### config.mk
export PLATFORM = sky130hd
export DESIGN_NAME = kmst_ctrl
export DESIGN_NICKNAME = d
export VERILOG_FILES = /design/src/hdl/kmst_pkg.sv /design/src/hdl/kmst_ctrl.sv
export SDC_FILE = /design/constraint.sdc
export NUM_CORES = 1
export LEC_CHECK = 0
export ABC_AREA = 1
export BUFFER_PORTS_ARGS = -buffer_cell sky130_fd_sc_hd__buf_2
export CAP_MARGIN = 20
export CORE_UTILIZATION = 40
export CTS_BUF_LIST = sky130_fd_sc_hd__clkbuf_4 sky130_fd_sc_hd__clkbuf_8 sky130_fd_sc_hd__clkbuf_16
export DETAILED_ROUTE_END_ITERATION = 10
export PLACE_DENSITY = 0.81
export SYNTH_ARGS = -nofsm -noshare
export SYNTH_HDL_FRONTEND = slang
export SYNTH_SLANG_ARGS = --single-unit
### constraint.sdc
create_clock -name clk -period 1.49 [get_ports clk]
set_input_delay 0.149 -clock clk [delete_from_list [all_inputs] [get_ports clk]]
set_output_delay 0.149 -clock clk [all_outputs]
set_load 0.02 [all_outputs]
### src/hdl/kmst_pkg.sv
// Shared types for the Kruskal spanning tree block.
// Command and status words between controller and datapath.
// No dependencies.
package kmst_pkg;

    localparam int VTX_W = 6;   // vertex id field width
    localparam int VC_W  = 7;   // vertex_count register width

    localparam logic [VC_W-1:0] VC_RESET = 7'd64;

    typedef struct packed {
        logic in_take;
        logic init_we;
        logic scan_start;
        logic scan_issue;
        logic pick;
        logic find_a;
        logic find_b;
        logic union_we;
        logic union2_we;
        logic clear_run;
        logic emit_start;
        logic emit_ld;
        logic empty_ld;
    } kmst_cmd_t;

    typedef struct packed {
        logic init_done;
        logic pass_done;
        logic scan_last;
        logic best_found;
        logic best_oor;
        logic root_hit;
        logic roots_eq;
        logic rank_eq;
        logic tree_empty;
        logic emit_last;
        logic out_free;
    } kmst_sts_t;

endpackage

### src/hdl/kmst_ctrl.sv
// Sequencer for load, init, selection scan, union-find and emit phases.
// Depends on kmst_pkg.
module kmst_ctrl
    import kmst_pkg::*;
(
    input  logic      clk,
    input  logic      rst_n,
    input  logic      in_valid,
    input  logic      in_last,
    output logic      in_ready,
    input  kmst_sts_t sts,
    output kmst_cmd_t cmd
);

    localparam logic [3:0] S_LOAD   = 4'd0;
    localparam logic [3:0] S_INIT   = 4'd1;
    localparam logic [3:0] S_SST    = 4'd2;
    localparam logic [3:0] S_SCAN   = 4'd3;
    localparam logic [3:0] S_SEND   = 4'd4;
    localparam logic [3:0] S_PICK   = 4'd5;
    localparam logic [3:0] S_FA     = 4'd6;
    localparam logic [3:0] S_FB     = 4'd7;
    localparam logic [3:0] S_UNION  = 4'd8;
    localparam logic [3:0] S_UNION2 = 4'd9;
    localparam logic [3:0] S_EMIT   = 4'd10;
    localparam logic [3:0] S_ER     = 4'd11;
    localparam logic [3:0] S_EW     = 4'd12;

    logic [3:0] state_reg;
    logic [3:0] state_next;

    always_ff @(posedge clk or negedge rst_n)
    begin
        if (!rst_n)
        begin
            state_reg <= S_LOAD;
        end
        else
        begin
            state_reg <= state_next;
        end
    end

    always_comb
    begin
        state_next = state_reg;
        cmd        = '0;
        in_ready   = 1'b0;
        unique case (state_reg)
            S_LOAD:
            begin
                in_ready = 1'b1;
                if (in_valid)
                begin
                    cmd.in_take = 1'b1;
                    if (in_last)
                    begin
                        state_next = S_INIT;
                    end
                end
            end
            S_INIT:
            begin
                cmd.init_we = 1'b1;
                if (sts.init_done)
                begin
                    state_next = S_SST;
                end
            end
            S_SST:
            begin
                if (sts.pass_done)
                begin
                    state_next = S_EMIT;
                end
                else
                begin
                    cmd.scan_start = 1'b1;
                    state_next     = S_SCAN;
                end
            end
            S_SCAN:
            begin
                cmd.scan_issue = 1'b1;
                if (sts.scan_last)
                begin
                    state_next = S_SEND;
                end
            end
            S_SEND:
            begin
                state_next = S_PICK;
            end
            S_PICK:
            begin
                if (!sts.best_found)
                begin
                    state_next = S_EMIT;
                end
                else
                begin
                    cmd.pick   = 1'b1;
                    state_next = sts.best_oor ? S_SST : S_FA;
                end
            end
            S_FA:
            begin
                cmd.find_a = 1'b1;
                if (sts.root_hit)
                begin
                    state_next = S_FB;
                end
            end
            S_FB:
            begin
                cmd.find_b = 1'b1;
                if (sts.root_hit)
                begin
                    state_next = S_UNION;
                end
            end
            S_UNION:
            begin
                if (sts.roots_eq)
                begin
                    state_next = S_SST;
                end
                else
                begin
                    cmd.union_we = 1'b1;
                    state_next   = sts.rank_eq ? S_UNION2 : S_SST;
                end
            end
            S_UNION2:
            begin
                cmd.union2_we = 1'b1;
                state_next    = S_SST;
            end
            S_EMIT:
            begin
                if (sts.tree_empty)
                begin
                    if (sts.out_free)
                    begin
                        cmd.empty_ld  = 1'b1;
                        cmd.clear_run = 1'b1;
                        state_next    = S_LOAD;
                    end
                end
                else
                begin
                    cmd.emit_start = 1'b1;
                    state_next     = S_ER;
                end
            end
            S_ER:
            begin
                if (sts.out_free)
                begin
                    state_next = S_EW;
                end
            end
            S_EW:
            begin
                cmd.emit_ld = 1'b1;
                if (sts.emit_last)
                begin
                    cmd.clear_run = 1'b1;
                    state_next    = S_LOAD;
                end
                else
                begin
                    state_next = S_ER;
                end
            end
            default:
            begin
                state_next = S_LOAD;
            end
        endcase
    end

endmodule

==> impl_metrics.py <==
metrics = {
    "status": {
        "run_status": "completed",
    },
    "yosys": {
        "syn_nets": 118,
        "synth.distinct_cells": 14,
        "synth_area_per_cell_um2": 5.08,
        "synth_area_um2": 523,
        "syn_inst": 103,
        "seq_area_frac_synth": 0.191,
        "yosys_warnings": 0,
        "ys_ff_latch": 4,
    },
    "grt": {
        "grt-ovfl-total": 0,
        "track_usage": 0.229,
        "grt_max_degree": 7,
        "grt_pass1_wl_mm": 2.30,
        "antenna_found_initial": 0,
        "grt_pass1_vias": 589,
    },
    "timing": {
        "fin_crit_ns": 1.48,
        "setup_violations": 0,
        "fmax_mhz": 675,
        "clock_skew_ns": 0.00912,
        "hold_violations": 0,
        "timing.final.crit_share": 0.994,
        "worstMarginPinSlew_ns": 0.204,
        "hold-worst-slack_ns": 0.200,
        "slew_viol_final": 0,
        "slew_headroom": 0.863,
    },
    "floorplan": {
        "dieWidth_um": 38.2,
        "initial_core_util": 0.452,
        "boundaryPins": 29,
        "core_area_mm2": 0.00116,
        "die_y_um": 38.2,
        "row_count": 12,
        "die-area_mm2": 0.00146,
    },
    "final_layout": {
        "drive_above_1_share": 0.423,
        "final_common_cell": "nand2_1",
        "num-nets-final": 159,
        "stdcell_area_um2": 836,
        "area_growth_pct": 59.8,
        "layout.cells.non_filler": 156,
        "seq_area_um2": 105,
        "layout_common_cells": "nand2_1 (31), buf_2 (26), nor2_1 (18), inv_1 (16), nand3_1 (10)",
        "largest_reg_flops": 4,
        "multi_input_area_um2": 398,
        "num-fill-cells": 100,
        "diodes": 0,
    },
    "clock_network": {
        "cts_made_buffers": 3,
        "cts_max_level": 1,
        "clk-insertion-delay-late_ns": 0.25,
        "cts.sinks": 4,
        "clkTransAtPathRegs_ns": 0.05,
        "cts-root-buf": "clkbuf_4",
        "clock_path_buffers": 2,
        "tritoncts": "done",
    },
    "placed_design": {
        "place_area_um2": 686,
        "dp_cells": 145,
        "hpwlAfterDp_mm": 1.15,
        "port_buffers": 28,
        "place_congestion": 0.899,
    },
    "route": {
        "post_drt_wl_per_cell_um": 11.0,
        "ant_nets": 0,
        "drcViolationCount": 0,
        "via_per_inst": 4.96,
        "drt_iter0_drc": 23,
        "wirelength_mm": 1.72,
        "vias": 773,
        "dr.pass1.iters": 4,
    },
    "setup_path": {
        "end_kind": "output port",
        "path_max_fanout": 5,
        "cp_data_required_time_ns": 1.34,
        "critPathArrivalTime_ns": 1.33,
        "rr_worst_depth": 8,
        "crit_path_start_kind": "register",
        "timing.rr.end": "state_reg[2]",
        "crit_path_end": "cmd[10]",
        "worst-setup-path-type": "reg2out",
        "worst-r2r-setup-slack_ns": 0.13,
        "crit_start": "state_reg[3]",
        "r2r_start": "state_reg[0]",
    },
    "job": {
        "cap_violations": 0,
    },
    "pwr": {
        "power_density_mw_per_mm2": 1760,
        "ir_worst_vdd_v": 0.00101,
        "p_sw_frac": 0.554,
        "p_leak_nw": 0.539,
        "p_seq_frac": 0.181,
        "p_int_mw": 0.657,
        "p_comb_frac": 0.716,
        "power_switching_mw": 0.817,
        "pwr-share-clk": 0.103,
    },
    "hold_path": {
        "worstHoldStart": "sts[5]",
        "min_path_type": "in2reg",
    },
}
==> logic make-up (layout without fill, tap and decap cells) <==
group | count (synthesis) | in the layout | synth area share
AO/OA/AOI/OAI | 6 | 6 | 0.0622
buffers and inverters | 21 | 60 | 0.151
flip-flops | 4 | 4 | 0.191
AND/OR/NAND/NOR | 72 | 72 | 0.596
==> power groups by stage <==
stage	logic (mW)	clock network (mW)	registers [mW]
final	1.06	0.152	0.266
after global routing	1.18	0.158	0.269
after CTS	0.886	0.139	0.232
after detailed placement	0.802	0	0.234
after global placement	0.802	0	0.233
after floorplan	0.606	0	0.220
==> cells in the mapped netlist <==
master    instances  area, um^2
a21oi_1           1        5.00
dfrtp_1           4         100
inv_1            18        67.6
inv_2             3        11.3
nand2_1          33         124
nand2_2           1        6.26
nand3_1          10        50.1
nand3b_1          1        7.51
nor2_1           21        78.8
nor2_2            2        12.5
nor2_4            2        22.5
nor3_1            2        10.0
o21ai_0           3        15.0
o22ai_1           2        12.5
==> how the worst min path moves through the flow <==
stage,to,slack (ns),cells after the start
2_1_floorplan,state_reg[0],-0.15,0
3_3_place_gp,state_reg[3],-0.05,1
3_5_place_dp,state_reg[0],-0.05,1
4_1_cts,state_reg[2],0.21,4
5_1_grt,state_reg[2],0.24,4
6_report,state_reg[2],0.20,4
==> per-layer routing <==
layer  share of wire  vias to the layer above  GRT usage
met2            0.47                       44      0.398
met4          0.0093                        0     0.0536
li1                -                      389          -
met5               0                        -          0
met3           0.085                        2     0.0523
met1            0.43                      338      0.282
==> through the flow <==
stage	TNS, ns	utilization	setup WS, ns	power (mW)
2_1_floorplan	0	-	0.198	0.826
3_3_place_gp	0	0.593	0.186	1.03
3_5_place_dp	0	0.593	0.160	1.04
4_1_cts	0	0.650	0.00335	1.26
5_1_grt	-0.128	0.723	-0.0382	1.60
6_report	0	0.723	0.00838	1.47
==> final cells by class <==
cell class              count  area share
multi-input cells          78       0.476
repair buffers             36       0.253
clock buffers               3      0.0269
flip-flops and latches      4       0.126
well taps                  14      0.0210
inverters                  21      0.0973
==> worst max-delay path: stages, from the launching register on <==
cell and delay [ns]:
dfrtp_2 0.47, nor2_4 0.18, inv_1 0.09, nor3_2 0.15, buf_2 0.19
==> timing repair <==
action / CTS / global route
setup endpoints to repair: 5 / 9
buffers inserted: 3 / 4
gates cloned: 0 / 0
hold endpoints to repair: 4 / 0
resized for setup: 6 / 16
hold buffers: 1 / 0
pin swaps: 1 / 4
Power figures use the tool's default switching activity.
